<file path="config.mk">
export PLATFORM = sky130hd
export DESIGN_NAME = hamming_window_framer_flat
export DESIGN_NICKNAME = d
export VERILOG_FILES = /design/src/rtl/core/hwf_pkg.sv /design/src/rtl/core/hwf_if.sv /design/src/rtl/core/hwf_ram.sv /design/src/rtl/core/hwf_ctrl.sv /design/src/rtl/core/hwf_wmul.sv /design/src/rtl/core/hamming_window_framer.sv /design/src/flat_wrapper.sv
export SDC_FILE = /design/constraint.sdc
export NUM_CORES = 2
export LEC_CHECK = 0
export ABC_AREA = 0
export BUFFER_PORTS_ARGS = -buffer_cell sky130_fd_sc_hd__buf_2
export CAP_MARGIN = 20
export CELL_PAD_IN_SITES_DETAIL_PLACEMENT = 0
export CELL_PAD_IN_SITES_GLOBAL_PLACEMENT = 1
export CORE_MARGIN = 10
export CORE_UTILIZATION = 41
export DETAILED_ROUTE_END_ITERATION = 16
export PLACE_DENSITY_LB_ADDON = 0.1
export RECOVER_POWER = 25
export SYNTH_ARGS = -nofsm -noshare
export SYNTH_HDL_FRONTEND = slang
export SYNTH_SLANG_ARGS = --single-unit
</file>
<file path="constraint.sdc">
create_clock -name clk -period 15.5 [get_ports clk]
set_input_delay 1.55 -clock clk [delete_from_list [all_inputs] [get_ports clk]]
set_output_delay 1.55 -clock clk [all_outputs]
set_load 0.05 [all_outputs]
</file>
<file path="src/rtl/core/hwf_pkg.sv">
// shared types, constants and the window coefficient table of the framer
package hwf_pkg;

    // frame and storage geometry
    localparam int FRAME_SIZE = 64;
    localparam int RING_DEPTH = 64;
    localparam int ADDR_W     = $clog2(RING_DEPTH);
    localparam int COUNT_W    = $clog2(FRAME_SIZE + 1);
    localparam int POS_W      = 6;
    localparam int SAMPLE_W   = 16;
    localparam int HOP_W      = 8;
    localparam int COEF_W     = 15;
    localparam int COEF_FRAC  = 14;
    localparam int PROD_W     = SAMPLE_W + COEF_W + 1;

    typedef logic signed [SAMPLE_W-1:0] sample_t;
    typedef logic        [COEF_W-1:0]   coef_t;
    typedef logic        [POS_W-1:0]    pos_t;
    typedef logic        [ADDR_W-1:0]   addr_t;
    typedef logic        [HOP_W-1:0]    hop_t;
    typedef logic        [COUNT_W-1:0]  count_t;
    typedef logic signed [PROD_W-1:0]   prod_t;

    localparam hop_t  HOP_RESET  = hop_t'(32);
    localparam pos_t  LAST_POS   = pos_t'(FRAME_SIZE - 1);
    localparam prod_t ROUND_BIAS = prod_t'(1) <<< (COEF_FRAC - 1);

    // sequencer states
    typedef enum logic {
        ST_IDLE,
        ST_RUN
    } state_t;

    // one issued frame position, from the sequencer to the multiply unit
    typedef struct packed {
        logic valid;
        pos_t pos;
        logic pad;
    } issue_t;

    // window table in q1.14, built at elaboration with q30 fixed-point arithmetic
    typedef coef_t win_rom_t [RING_DEPTH];

    localparam logic [63:0] PI_Q30  = 64'd3373259426;
    localparam logic [63:0] ONE_Q30 = 64'd1073741824;
    localparam logic [63:0] WIN_DEN = (FRAME_SIZE > 1) ? 64'(FRAME_SIZE - 1) : 64'd1;

    function automatic logic [63:0] qmul(input logic [63:0] a, input logic [63:0] b);
        return (a * b + 64'd536870912) >> 30;
    endfunction

    // taylor series of cosine, eight terms
    function automatic logic [63:0] cos_q30(input logic [63:0] x);
        logic [63:0] x2;
        logic [63:0] term;
        longint      sum;
        x2   = qmul(x, x);
        sum  = $signed(ONE_Q30);
        term = qmul(ONE_Q30, x2) / 64'd2;
        sum  = sum - $signed(term);
        term = qmul(term, x2) / 64'd12;
        sum  = sum + $signed(term);
        term = qmul(term, x2) / 64'd30;
        sum  = sum - $signed(term);
        term = qmul(term, x2) / 64'd56;
        sum  = sum + $signed(term);
        term = qmul(term, x2) / 64'd90;
        sum  = sum - $signed(term);
        term = qmul(term, x2) / 64'd132;
        sum  = sum + $signed(term);
        term = qmul(term, x2) / 64'd182;
        sum  = sum - $signed(term);
        return sum;
    endfunction

    // taylor series of sine, eight terms
    function automatic logic [63:0] sin_q30(input logic [63:0] x);
        logic [63:0] x2;
        logic [63:0] term;
        longint      sum;
        x2   = qmul(x, x);
        sum  = $signed(x);
        term = qmul(x, x2) / 64'd6;
        sum  = sum - $signed(term);
        term = qmul(term, x2) / 64'd20;
        sum  = sum + $signed(term);
        term = qmul(term, x2) / 64'd42;
        sum  = sum - $signed(term);
        term = qmul(term, x2) / 64'd72;
        sum  = sum + $signed(term);
        term = qmul(term, x2) / 64'd110;
        sum  = sum - $signed(term);
        term = qmul(term, x2) / 64'd156;
        sum  = sum + $signed(term);
        term = qmul(term, x2) / 64'd210;
        sum  = sum - $signed(term);
        return sum;
    endfunction

    // hamming coefficient in q1.14, octant reduction then series
    function automatic coef_t window_coef(input logic [63:0] j);
        logic [63:0] m;
        logic [63:0] p;
        logic        neg;
        longint      c;
        longint      val;
        m   = (j <= WIN_DEN - j) ? j : WIN_DEN - j;
        neg = 1'b0;
        if (4 * m <= WIN_DEN)
        begin
            p = 2 * m;
        end
        else
        begin
            p   = WIN_DEN - 2 * m;
            neg = 1'b1;
        end
        if (4 * p <= WIN_DEN)
        begin
            c = $signed(cos_q30((p * PI_Q30 + WIN_DEN / 2) / WIN_DEN));
        end
        else
        begin
            c = $signed(sin_q30(((WIN_DEN - 2 * p) * PI_Q30 + WIN_DEN) / (2 * WIN_DEN)));
        end
        if (neg)
        begin
            c = -c;
        end
        if (c > $signed(ONE_Q30))
        begin
            c = $signed(ONE_Q30);
        end
        if (c < -$signed(ONE_Q30))
        begin
            c = -$signed(ONE_Q30);
        end
        val = 54 * $signed(ONE_Q30) - 46 * c;
        return coef_t'((64'(val) + 64'd3276800) / 64'd6553600);
    endfunction

    function automatic win_rom_t build_window();
        win_rom_t rom;
        for (int j = 0; j < RING_DEPTH; j++)
        begin
            rom[j] = (j < FRAME_SIZE) ? window_coef(64'(j)) : '0;
        end
        return rom;
    endfunction

    localparam win_rom_t WIN_ROM = build_window();

endpackage

</file>
<file path="src/rtl/core/hwf_if.sv">
// channel interfaces: sample items in, windowed items out, hop length writes
interface hwf_sample_if;
    import hwf_pkg::*;
    logic    valid;
    logic    ready;
    sample_t sample;
    logic    last;
    modport source(output valid, sample, last, input ready);
    modport sink(input valid, sample, last, output ready);
endinterface

interface hwf_result_if;
    import hwf_pkg::*;
    logic    valid;
    logic    ready;
    sample_t windowed_value;
    pos_t    position;
    logic    frame_end;
    modport source(output valid, windowed_value, position, frame_end, input ready);
    modport sink(input valid, windowed_value, position, frame_end, output ready);
endinterface

interface hwf_cfg_if;
    import hwf_pkg::*;
    logic valid;
    logic ready;
    hop_t hop_length;
    modport source(output valid, hop_length, input ready);
    modport sink(input valid, hop_length, output ready);
endinterface

</file>
<file path="src/rtl/core/hwf_ram.sv">
// generic single-port-write, single-port-read ram with registered read
module hwf_ram #(
    parameter int WIDTH = 16,
    parameter int DEPTH = 64
) (
    input  logic                     clk,
    input  logic                     wr_en,
    input  logic [$clog2(DEPTH)-1:0] wr_addr,
    input  logic [WIDTH-1:0]         wr_data,
    input  logic                     rd_en,
    input  logic [$clog2(DEPTH)-1:0] rd_addr,
    output logic [WIDTH-1:0]         rd_data
);

    logic [WIDTH-1:0] mem_reg [DEPTH];
    logic [WIDTH-1:0] rd_data_reg;

    // write port
    always_ff @(posedge clk)
    begin
        if (wr_en)
        begin
            mem_reg[wr_addr] <= wr_data;
        end
    end

    // registered read, holds while disabled
    always_ff @(posedge clk)
    begin
        if (rd_en)
        begin
            rd_data_reg <= mem_reg[rd_addr];
        end
    end

    assign rd_data = rd_data_reg;

endmodule

</file>
<file path="src/rtl/core/hwf_ctrl.sv">
// stream bookkeeping, frame decision and the per-position issue sequencer
module hwf_ctrl (
    input  logic            clk,
    input  logic            rst_n,
    hwf_sample_if.sink      samples,
    hwf_cfg_if.sink         cfg,
    input  logic            stall,
    output logic            wr_en,
    output hwf_pkg::addr_t  wr_addr,
    output hwf_pkg::sample_t wr_data,
    output hwf_pkg::addr_t  rd_addr,
    output hwf_pkg::issue_t issue
);
    import hwf_pkg::*;

    state_t           state_reg, state_next;
    addr_t            head_reg, head_next;
    count_t           seen_reg, seen_next;
    hop_t             phase_reg, phase_next;
    hop_t             hop_length_reg;
    addr_t            base_reg, base_next;
    count_t           real_reg, real_next;
    pos_t             pos_reg, pos_next;

    logic             accept;
    hop_t             hop_eff;
    count_t           seen_inc;
    logic             full;
    hop_t             tail_dist;
    logic             tail_go;
    logic             frame_go;
    count_t           frame_real;
    logic [HOP_W:0]   phase_inc;
    logic             issue_done;

    assign accept = samples.valid && samples.ready;

    // hop length register, always writable
    assign cfg.ready = 1'b1;

    always_ff @(posedge clk or negedge rst_n)
    begin
        if (!rst_n)
        begin
            hop_length_reg <= HOP_RESET;
        end
        else if (cfg.valid && cfg.ready)
        begin
            hop_length_reg <= cfg.hop_length;
        end
    end

    // frame decision for the sample being accepted
    always_comb
    begin
        hop_eff    = (hop_length_reg == '0) ? hop_t'(1) : hop_length_reg;
        seen_inc   = (seen_reg < count_t'(FRAME_SIZE)) ? seen_reg + count_t'(1) : seen_reg;
        full       = (seen_inc == count_t'(FRAME_SIZE));
        tail_dist  = hop_eff - phase_reg;
        tail_go    = full && (phase_reg != '0) && (phase_reg < hop_eff)
                     && (tail_dist < hop_t'(FRAME_SIZE));
        phase_inc  = {1'b0, phase_reg} + (HOP_W + 1)'(1);
        frame_go   = 1'b0;
        frame_real = count_t'(FRAME_SIZE);
        if (full && (phase_reg == '0))
        begin
            frame_go = 1'b1;
        end
        else if (samples.last && !full)
        begin
            frame_go   = 1'b1;
            frame_real = seen_inc;
        end
        else if (samples.last && tail_go)
        begin
            frame_go   = 1'b1;
            frame_real = count_t'(FRAME_SIZE) - count_t'(tail_dist);
        end
    end

    assign issue_done = (state_reg == ST_RUN) && !stall && (pos_reg == LAST_POS);

    // next state
    always_comb
    begin
        state_next = state_reg;
        unique case (state_reg)
            ST_IDLE:
            begin
                if (accept && frame_go)
                begin
                    state_next = ST_RUN;
                end
            end
            ST_RUN:
            begin
                if (issue_done)
                begin
                    state_next = ST_IDLE;
                end
            end
            default:
            begin
                state_next = ST_IDLE;
            end
        endcase
    end

    // state outputs
    always_comb
    begin
        samples.ready = 1'b0;
        issue.valid   = 1'b0;
        unique case (state_reg)
            ST_IDLE:
            begin
                samples.ready = 1'b1;
            end
            ST_RUN:
            begin
                issue.valid = 1'b1;
            end
            default:
            begin
                samples.ready = 1'b0;
            end
        endcase
        issue.pos = pos_reg;
        issue.pad = (count_t'(pos_reg) >= real_reg);
        rd_addr   = base_reg + addr_t'(pos_reg);
    end

    // ring write of the accepted sample
    assign wr_en   = accept;
    assign wr_addr = head_reg;
    assign wr_data = samples.sample;

    // counters and frame window bounds
    always_comb
    begin
        head_next  = head_reg;
        seen_next  = seen_reg;
        phase_next = phase_reg;
        base_next  = base_reg;
        real_next  = real_reg;
        pos_next   = pos_reg;
        if (accept)
        begin
            if (samples.last)
            begin
                head_next  = '0;
                seen_next  = '0;
                phase_next = '0;
            end
            else
            begin
                head_next = head_reg + addr_t'(1);
                seen_next = seen_inc;
                if (full)
                begin
                    phase_next = (phase_inc >= {1'b0, hop_eff}) ? '0 : phase_inc[HOP_W-1:0];
                end
            end
            if (frame_go)
            begin
                base_next = head_reg + addr_t'(1) - frame_real[ADDR_W-1:0];
                real_next = frame_real;
                pos_next  = '0;
            end
        end
        else if ((state_reg == ST_RUN) && !stall)
        begin
            pos_next = pos_reg + pos_t'(1);
        end
    end

    always_ff @(posedge clk or negedge rst_n)
    begin
        if (!rst_n)
        begin
            state_reg <= ST_IDLE;
            head_reg  <= '0;
            seen_reg  <= '0;
            phase_reg <= '0;
            base_reg  <= '0;
            real_reg  <= '0;
            pos_reg   <= '0;
        end
        else
        begin
            state_reg <= state_next;
            head_reg  <= head_next;
            seen_reg  <= seen_next;
            phase_reg <= phase_next;
            base_reg  <= base_next;
            real_reg  <= real_next;
            pos_reg   <= pos_next;
        end
    end

endmodule

</file>
<file path="src/rtl/core/hwf_wmul.sv">
// shared window multiplier: coefficient fetch, multiply, round, output register
module hwf_wmul (
    input  logic             clk,
    input  logic             rst_n,
    input  hwf_pkg::issue_t  issue,
    input  hwf_pkg::sample_t rd_data,
    output logic             stall,
    hwf_result_if.source     results
);
    import hwf_pkg::*;

    logic    s1_valid_reg;
    pos_t    s1_pos_reg;
    logic    s1_pad_reg;
    coef_t   s1_coef_reg;
    logic    s2_valid_reg;
    pos_t    s2_pos_reg;
    prod_t   prod_reg;
    logic    out_valid_reg;
    sample_t out_value_reg;
    pos_t    out_pos_reg;
    logic    out_end_reg;

    sample_t                mul_a;
    logic signed [COEF_W:0] mul_b;
    prod_t                  product;
    prod_t                  biased;

    // whole pipeline freezes while the output item waits
    assign stall = out_valid_reg && !results.ready;

    // multiply: padded positions use a zero sample
    always_comb
    begin
        mul_a   = s1_pad_reg ? '0 : rd_data;
        mul_b   = $signed({1'b0, s1_coef_reg});
        product = prod_t'(mul_a * mul_b);
        biased  = prod_reg + ROUND_BIAS;
    end

    // stage valids
    always_ff @(posedge clk or negedge rst_n)
    begin
        if (!rst_n)
        begin
            s1_valid_reg  <= 1'b0;
            s2_valid_reg  <= 1'b0;
            out_valid_reg <= 1'b0;
        end
        else if (!stall)
        begin
            s1_valid_reg  <= issue.valid;
            s2_valid_reg  <= s1_valid_reg;
            out_valid_reg <= s2_valid_reg;
        end
    end

    // stage payloads; the ring read lands alongside stage one
    always_ff @(posedge clk)
    begin
        if (!stall)
        begin
            s1_pos_reg    <= issue.pos;
            s1_pad_reg    <= issue.pad;
            s1_coef_reg   <= WIN_ROM[issue.pos];
            s2_pos_reg    <= s1_pos_reg;
            prod_reg      <= product;
            out_value_reg <= biased[SAMPLE_W+COEF_FRAC-1:COEF_FRAC];
            out_pos_reg   <= s2_pos_reg;
            out_end_reg   <= (s2_pos_reg == LAST_POS);
        end
    end

    assign results.valid          = out_valid_reg;
    assign results.windowed_value = out_value_reg;
    assign results.position       = out_pos_reg;
    assign results.frame_end      = out_end_reg;

endmodule

</file>
<file path="src/rtl/core/hamming_window_framer.sv">
// top level of the hamming-windowed overlapping framer
//
//   channel   dir   handshake       payload
//   samples   in    valid/ready     sample, last
//   results   out   valid/ready     windowed_value, position, frame_end
//   cfg       in    valid/ready     hop_length
//
// a sample item is taken only while idle; if it completes a frame the sequencer
// issues FRAME_SIZE positions, one per cycle unless stalled, through the single
// window multiplier while the input waits; results pass s1, s2 and an output stage
// the ring is read through one registered ram port, one sample per unstalled cycle
// reset clears the counters and sets hop_length to 32; the ring needs no clearing
// a stalled result freezes the issue counter, ram read and multiplier in place
module hamming_window_framer (
    input  logic        clk,
    input  logic        rst_n,
    hwf_sample_if.sink  samples,
    hwf_cfg_if.sink     cfg,
    hwf_result_if.source results
);
    import hwf_pkg::*;

    logic    wr_en;
    addr_t   wr_addr;
    sample_t wr_data;
    addr_t   rd_addr;
    sample_t rd_data;
    issue_t  issue;
    logic    stall;

    // sequencer and stream state
    hwf_ctrl u_ctrl (
        .clk     (clk),
        .rst_n   (rst_n),
        .samples (samples),
        .cfg     (cfg),
        .stall   (stall),
        .wr_en   (wr_en),
        .wr_addr (wr_addr),
        .wr_data (wr_data),
        .rd_addr (rd_addr),
        .issue   (issue)
    );

    // sample ring
    hwf_ram #(
        .WIDTH (SAMPLE_W),
        .DEPTH (RING_DEPTH)
    ) u_ring (
        .clk     (clk),
        .wr_en   (wr_en),
        .wr_addr (wr_addr),
        .wr_data (wr_data),
        .rd_en   (!stall),
        .rd_addr (rd_addr),
        .rd_data (rd_data)
    );

    // window multiply and output register
    hwf_wmul u_wmul (
        .clk     (clk),
        .rst_n   (rst_n),
        .issue   (issue),
        .rd_data (rd_data),
        .stall   (stall),
        .results (results)
    );

endmodule

</file>
<file path="src/flat_wrapper.sv">
// flat-port wrapper written by rule: the top's interface ports become plain ports
module hamming_window_framer_flat import hwf_pkg::*;
  (clk, rst_n, samples_valid, samples_sample, samples_last, samples_ready, cfg_valid, cfg_hop_length, cfg_ready, results_valid, results_windowed_value, results_position, results_frame_end, results_ready);
  hwf_sample_if samples_i ();
  hwf_cfg_if cfg_i ();
  hwf_result_if results_i ();
  input  logic clk;
  input  logic rst_n;
  input wire logic [$bits(samples_i.valid)-1:0] samples_valid;
  input wire logic [$bits(samples_i.sample)-1:0] samples_sample;
  input wire logic [$bits(samples_i.last)-1:0] samples_last;
  output wire logic [$bits(samples_i.ready)-1:0] samples_ready;
  input wire logic [$bits(cfg_i.valid)-1:0] cfg_valid;
  input wire logic [$bits(cfg_i.hop_length)-1:0] cfg_hop_length;
  output wire logic [$bits(cfg_i.ready)-1:0] cfg_ready;
  output wire logic [$bits(results_i.valid)-1:0] results_valid;
  output wire logic [$bits(results_i.windowed_value)-1:0] results_windowed_value;
  output wire logic [$bits(results_i.position)-1:0] results_position;
  output wire logic [$bits(results_i.frame_end)-1:0] results_frame_end;
  input wire logic [$bits(results_i.ready)-1:0] results_ready;
  assign samples_i.valid = samples_valid;
  assign samples_i.sample = samples_sample;
  assign samples_i.last = samples_last;
  assign samples_ready = samples_i.ready;
  assign cfg_i.valid = cfg_valid;
  assign cfg_i.hop_length = cfg_hop_length;
  assign cfg_ready = cfg_i.ready;
  assign results_valid = results_i.valid;
  assign results_windowed_value = results_i.windowed_value;
  assign results_position = results_i.position;
  assign results_frame_end = results_i.frame_end;
  assign results_i.ready = results_ready;
  hamming_window_framer u_core (.clk(clk), .rst_n(rst_n), .samples(samples_i), .cfg(cfg_i), .results(results_i));
endmodule
</file>
After elaboration in Yosys (flattened, before gate mapping)

Memory sizes are Yosys's and may differ from the RTL's. A register that Yosys moved wholly into a read port is not among the register bits.
Index checks and enable logic that the tools add are counted.

Bits in registers: 118
Bits in writable memories: 1024
Memory bits (read-only): 960
Input bits: 30
Output and inout bits: 26
Memories kept: 2

Memories:

| name                  | depth | width | rd ports | clocked after memory_dff | write ports | line           | source |
|---|---|---|---|---|---|---|---|
| u_core.u_ring.mem_reg | 64    | 16    | 1        | 1                        | 1           | hwf_ram.sv:15  | `logic [WIDTH-1:0] mem_reg [DEPTH];` |
| (no name shown)       | 64    | 15    | 1        | 1                        | 0           | hwf_wmul.sv:65 | `s1_coef_reg <= WIN_ROM[issue.pos];` |

Add/sub/neg operators: 9
Multipliers: 1
$lt $le $gt $ge: 5
Equality and inequality tests: 4
Mux-type cells: 24
Bitwise gates (word level): 2
Reductions and logical operators: 24

Operators with widths:

| operator               | number |
|---|---|
| $mux 7                 | 5 |
| $mux 8                 | 4 |
| $add 30x15->30 const B | 1 |
| $mul 16x16->30         | 1 |
| $mux 6                 | 4 |
| $logic_not 8->1        | 2 |
| $mux 16                | 1 |
| $add 6x1->6 const B    | 2 |
| $eq 6x6->1 const B     | 2 |
| $logic_and 1x1->1      | 11 |
| $add 8x1->9 const B    | 1 |
| $ge 9x8->1             | 1 |
| $mux 1                 | 9 |
| $lt 8x7->1 const B     | 1 |
| $lt 8x8->1             | 1 |
| $reduce_bool 8->1      | 1 |
| $sub 8x8->8            | 1 |
| $add 7x1->7 const B    | 1 |
| $eq 7x7->1 const B     | 1 |
| $ge 6x7->1             | 1 |
| $lt 7x7->1 const B     | 1 |
| $not 6->7              | 1 |
| $sub 7x7->7 const A    | 1 |
| $add 6x6->6            | 1 |
| other kinds (7)        | 14 |

Logic depth before layout (Yosys ltp)

Word-level depth: 13
Depth in mapped cells: 25
Gate-level depth less buffers: 24

By module

A second synthesis with hierarchy kept.

Cell total of the unflattened synthesis: 3566
Area total of the unflattened synthesis: 56240.2 sq um

By module, submodules not included:

| module                | times used | cells each | area an instance (sq um) | seq. area each (sq um) |
|---|---|---|---|---|
| hwf_ram               | 1          | 1829       | 40202.3                  | 31230.0 |
| hwf_wmul              | 1          | 1319       | 12254.3                  | 2087.0 |
| hwf_ctrl              | 1          | 417        | 3779.9                   | 1227.4 |
| hamming_window_framer | 1          | 1          | 3.8                      | 0.0 |

Least setup slack after synthesis

Ideal clock, no wire load.

Kind: reg2reg
Start: register u_core.u_wmul.s1_pad_reg
End: register u_core.u_wmul.prod_reg[27], data pin
Library setup time: 0.257 ns
Arrival time: 6.054 ns
Setup slack: 9.189 ns
Stages on the path, launching flop included: 23
Buffers on the path: 2
Cells stage by stage: edfxtp_1 clkbuf_1 nor2b_1 clkbuf_1 nand2_1 fa_1 fa_1 inv_1 fa_1 fa_1 fa_1 inv_1 fa_1 inv_1 ha_1 a211oi_1 o21bai_1 a31oi_1 o31ai_1 a211oi_1 o21bai_1 a21o_1 xor2_1

Word-level cells in the longest chain between the ends: 2

Ends and longest elaborated chain:

| item                          | line           | source |
|---|---|---|
| start, declared               | hwf_wmul.sv:14 | `logic s1_pad_reg;` |
| start signal, assigned        | hwf_wmul.sv:64 | `s1_pad_reg <= issue.pad;` |
| $mux 16                       | hwf_wmul.sv:35 | `mul_a = s1_pad_reg ? '0 : rd_data;` |
| $mul 16x16->30                | hwf_wmul.sv:37 | `product = prod_t'(mul_a * mul_b);` |
| net u_core.u_wmul.product[27] | hwf_wmul.sv:26 | `prod_t product;` |
| end signal, assigned          | hwf_wmul.sv:67 | `prod_reg <= product;` |
| end, declared                 | hwf_wmul.sv:18 | `prod_t prod_reg;` |

The timed path passes the listed nets, and every way through them passes these cells.
A chain may end at the register's enable or synchronous reset.

Final worst setup path

Start: register u_core.u_wmul.s1_pad_reg
End: register u_core.u_wmul.prod_reg[29], data pin

The elaborated chain is that of the path after synthesis.

==> flow_metrics.py <==
metrics = {
    "detailed_routing": {
        "ant_nets": 0,
        "dr.first_iter.drc_count": 2201,
        "route.final.wire_length_um": 135400,
        "detail_route.drc_violations": 0,
        "vias_per_cell": 5.472,
        "drt_first_pass_iters": 5,
        "wire_per_inst_um": 25.51,
        "total_number_of_vias": 29052,
    },
    "clocking": {
        "clock-sinks": 1159,
        "cts.path.max_buffers": 3,
        "cts_buffers": 130,
        "count_of_hold_buffers_inserted_by_post_cts_repair": 0,
        "ctsRootBufferMaster": "sky130_fd_sc_hd__clkbuf_16",
        "post-cts-setup-buffer-count": 0,
        "clk_pin_slew_ps": 60,
        "worst_skew_pair_latency_ps": 760,
        "cts-resized-gates": 0,
        "level_count_of_the_clock_h_tree": 4,
        "clock_tree_from_tritoncts": "built",
    },
    "layout": {
        "layout.nets": 3813,
        "layout.cell_area.non_filler_mm2": 0.06206,
        "layout.core_utilization": 0.4644,
        "layout-area-overhead-vs-synth_pct": 12.42,
        "layout.cells.non_filler": 5309,
        "fillers": 11482,
        "layout.cells.most_common_list": "sky130_fd_sc_hd__edfxtp_1 (1107), sky130_fd_sc_hd__mux4_2 (322), sky130_fd_sc_hd__inv_1 (288)",
        "layout_cells_sized_above_1": 0.1870,
        "mostFrequentLayoutCell": "sky130_fd_sc_hd__edfxtp_1",
        "antenna_cells_inserted": 0,
        "max_reg_flops": 1024,
    },
    "synth": {
        "yosys.area_share.xor_xnor": 0.01188,
        "ys.flop_type": "sky130_fd_sc_hd__edfxtp_1",
        "synth_top_cells_by_area": "sky130_fd_sc_hd__edfxtp_1 (60%), sky130_fd_sc_hd__mux4_2 (13%), sky130_fd_sc_hd__fa_1 (8.1%)",
        "yosys_warnings": 0,
        "yosys_register_bits": 1159,
        "async_flop_share": 0.04487,
        "post_synth_and_or_nand_nor_area_fraction": 0.05433,
        "syn_nets": 3671,
        "synth.yosys.seq_area_share": 0.6258,
        "synth_cell_types": 69,
        "synth_largest_type_area_fraction": 0.6022,
        "synthDominantAreaCellType": "sky130_fd_sc_hd__edfxtp_1",
        "netlist_instances": 3298,
        "synth_top_family_by_area": "multiplexers",
        "synth.cell_area_mm2": 0.05520,
        "synthesis.area_per_instance_um2": 16.74,
        "synthAdderAreaFrac": 0.1079,
        "edff_count_synth": 1107,
        "portion_of_netlist_area_occupied_by_mux_cells": 0.1358,
        "synth_compound_gate_area_share": 0.03293,
    },
    "sta": {
        "finalSetupViolations": 0,
        "finalCritPeriodShare": 0.4748,
        "final_period_demand_of_the_worst_path_ps": 7359,
        "measured_slew_at_the_worst_slew_check_pin_ps": 3023,
        "finClkSkew_ps": 31.12,
        "maxSlewViolCount": 575,
        "relSlewSlack": -1.016,
        "totalNegativeSetupSlack_ps": 0,
        "hold_violations": 0,
        "max_freq_mhz": 135.9,
        "rsz0062_at_grt": "no",
    },
    "place": {
        "post_dp_cell_area_mm2": 0.05792,
        "dpl.hpwl_um": 82750,
        "place_congestion": 0.7966,
        "number_of_placed_instances_taps_included": 5062,
        "place.port_buffers": 54,
    },
    "die": {
        "rows": 134,
        "core_area_mm2": 0.1336,
        "start_util": 0.4131,
        "design.die.area_mm2": 0.1497,
        "fp.dieH_um": 386.9,
        "die_x_um": 386.9,
        "number_of_placed_i_o_pins": 56,
    },
    "setup_path": {
        "crit_fanout": 17,
        "critical_path_arrival_ps": 7860,
        "critical_path.endpoint_type": "flop",
        "timing.reg2reg.worst_path_depth": 19,
        "critical_path_class": "flop to flop",
        "crit_required_ps": 16010,
        "critical_path.reg2reg.endpoint": "u_core.u_wmul.prod_reg[29]",
        "r2r-start": "u_core.u_wmul.s1_pad_reg",
        "r2r_slack_ps": 8140,
        "critPathLaunchType": "flop",
    },
    "status": {
        "failed_checks": "capacitance limit, slew limit",
        "run_status": "finished, violations left",
    },
    "global_route": {
        "grt_overflow": 0,
        "grt_pass1_vias": 31054,
        "wire_length_of_the_first_global_routing_pass_um": 204500,
        "maximum_number_of_pins_on_one_net_before_global_route_repair": 70,
        "antenna_found_initial": 1,
        "groute.usage.overall": 0.1816,
    },
    "worst_hold_path": {
        "min_path_type": "flop to flop",
        "min_to": "u_core.u_wmul.s2_pos_reg[4]",
        "worst_hold_path.num_cells": 0,
        "timing.hold.worst.start": "u_core.u_wmul.s1_pos_reg[4]",
    },
    "flow_run": {
        "maxCapViolations": 13,
    },
}
-- kinds of logic after synthesis --
group | after synthesis
flip-flops | 1159
buffers and inverters | 456
multiplexers | 346
adder cells (fa/ha/maj) | 343
XOR/XNOR | 74
other | 1
AND/OR/NAND/NOR | 624
AO/OA/AOI/OAI | 295
-- cell usage after synthesis, drive strengths merged, types with 3 or more instances --
cell type	n
o311ai	3
mux2	3
o211ai	9
o21ai	76
inv	288
nand2	229
dfrtp	51
a22o	3
nand2b	11
nand4b	4
o31a	3
nand4	15
clkbuf	130
buf	35
and2	95
nand3b	6
nor3	18
a31oi	13
a21o	11
o21a	7
o21bai	4
xnor2	55
a311oi	6
nor4	3
xor2	19
a41oi	3
clkinv	3
mux4	322
nor2b	46
or3	7
edfxtp	1107
nor2	125
a221oi	3
nand3	40
mux2i	21
o221ai	4
fa	222
a211oi	29
a21oi	97
o22ai	5
a221o	3
o31ai	7
and3	11
ha	121
or3b	4
-- stage by stage --
step           worst slack, ps  hold WS [ps]
3_5_place_dp              7894         404.5
5_1_grt                   7608         435.1
3_3_place_gp              7858         401.3
6_report                  8141         413.3
4_1_cts                   7871         412.4
2_1_floorplan             9189         400.3
-- critical path, cell delays in order (launching register included) --
cell,delay [ps]
sky130_fd_sc_hd__edfxtp_1,630
sky130_fd_sc_hd__nor2b_1,920
sky130_fd_sc_hd__and2_1,270
sky130_fd_sc_hd__fa_1,410
sky130_fd_sc_hd__fa_1,440
sky130_fd_sc_hd__ha_1,200
sky130_fd_sc_hd__fa_1,480
sky130_fd_sc_hd__inv_1,60
sky130_fd_sc_hd__fa_1,480
sky130_fd_sc_hd__fa_1,480
sky130_fd_sc_hd__inv_1,40
sky130_fd_sc_hd__ha_1,280
sky130_fd_sc_hd__a211oi_1,200
sky130_fd_sc_hd__o21ai_0,170
sky130_fd_sc_hd__a211oi_1,680
sky130_fd_sc_hd__o31ai_1,290
sky130_fd_sc_hd__a211oi_1,530
sky130_fd_sc_hd__o21ai_0,210
sky130_fd_sc_hd__a31oi_1,250
sky130_fd_sc_hd__xnor2_1,90
-- routing by layer --
metal / track usage / vias to the layer above / share of wire
li1: - / 12690 / -
met1: 0.2415 / 15492 / 0.43
met2: 0.3090 / 697 / 0.50
met3: 0.02949 / 173 / 0.047
met4: 0.04853 / 0 / 0.021
met5: 0 / - / 0
-- layout make-up --
cell class                      instances  area, um2  share of cell area
Clock buffer                          168       3523             0.05677
Clock inverter                         65      548.0            0.008830
Inverter                              291       1092             0.01760
Multi-Input combinational cell       1683      18980              0.3059
Sequential cell                      1159      34550              0.5566
Tap cell                             1768       2212             0.03564
Timing Repair Buffer                  175       1155             0.01861
-- how the worst max path moves through the flow --
stage                                  start                    endpoint  slack [ps]
floorplan           u_core.u_wmul.s1_pad_reg  u_core.u_wmul.prod_reg[27]        9190
global placement    u_core.u_wmul.s1_pad_reg  u_core.u_wmul.prod_reg[29]        7860
detailed placement  u_core.u_wmul.s1_pad_reg  u_core.u_wmul.prod_reg[29]        7890
CTS                 u_core.u_wmul.s1_pad_reg  u_core.u_wmul.prod_reg[29]        7870
global route        u_core.u_wmul.s1_pad_reg  u_core.u_wmul.prod_reg[29]        7610
finish              u_core.u_wmul.s1_pad_reg  u_core.u_wmul.prod_reg[29]        8140
Power is not shown: default switching activity piles up to over one toggle a cycle in this logic, so the estimate is an artifact.
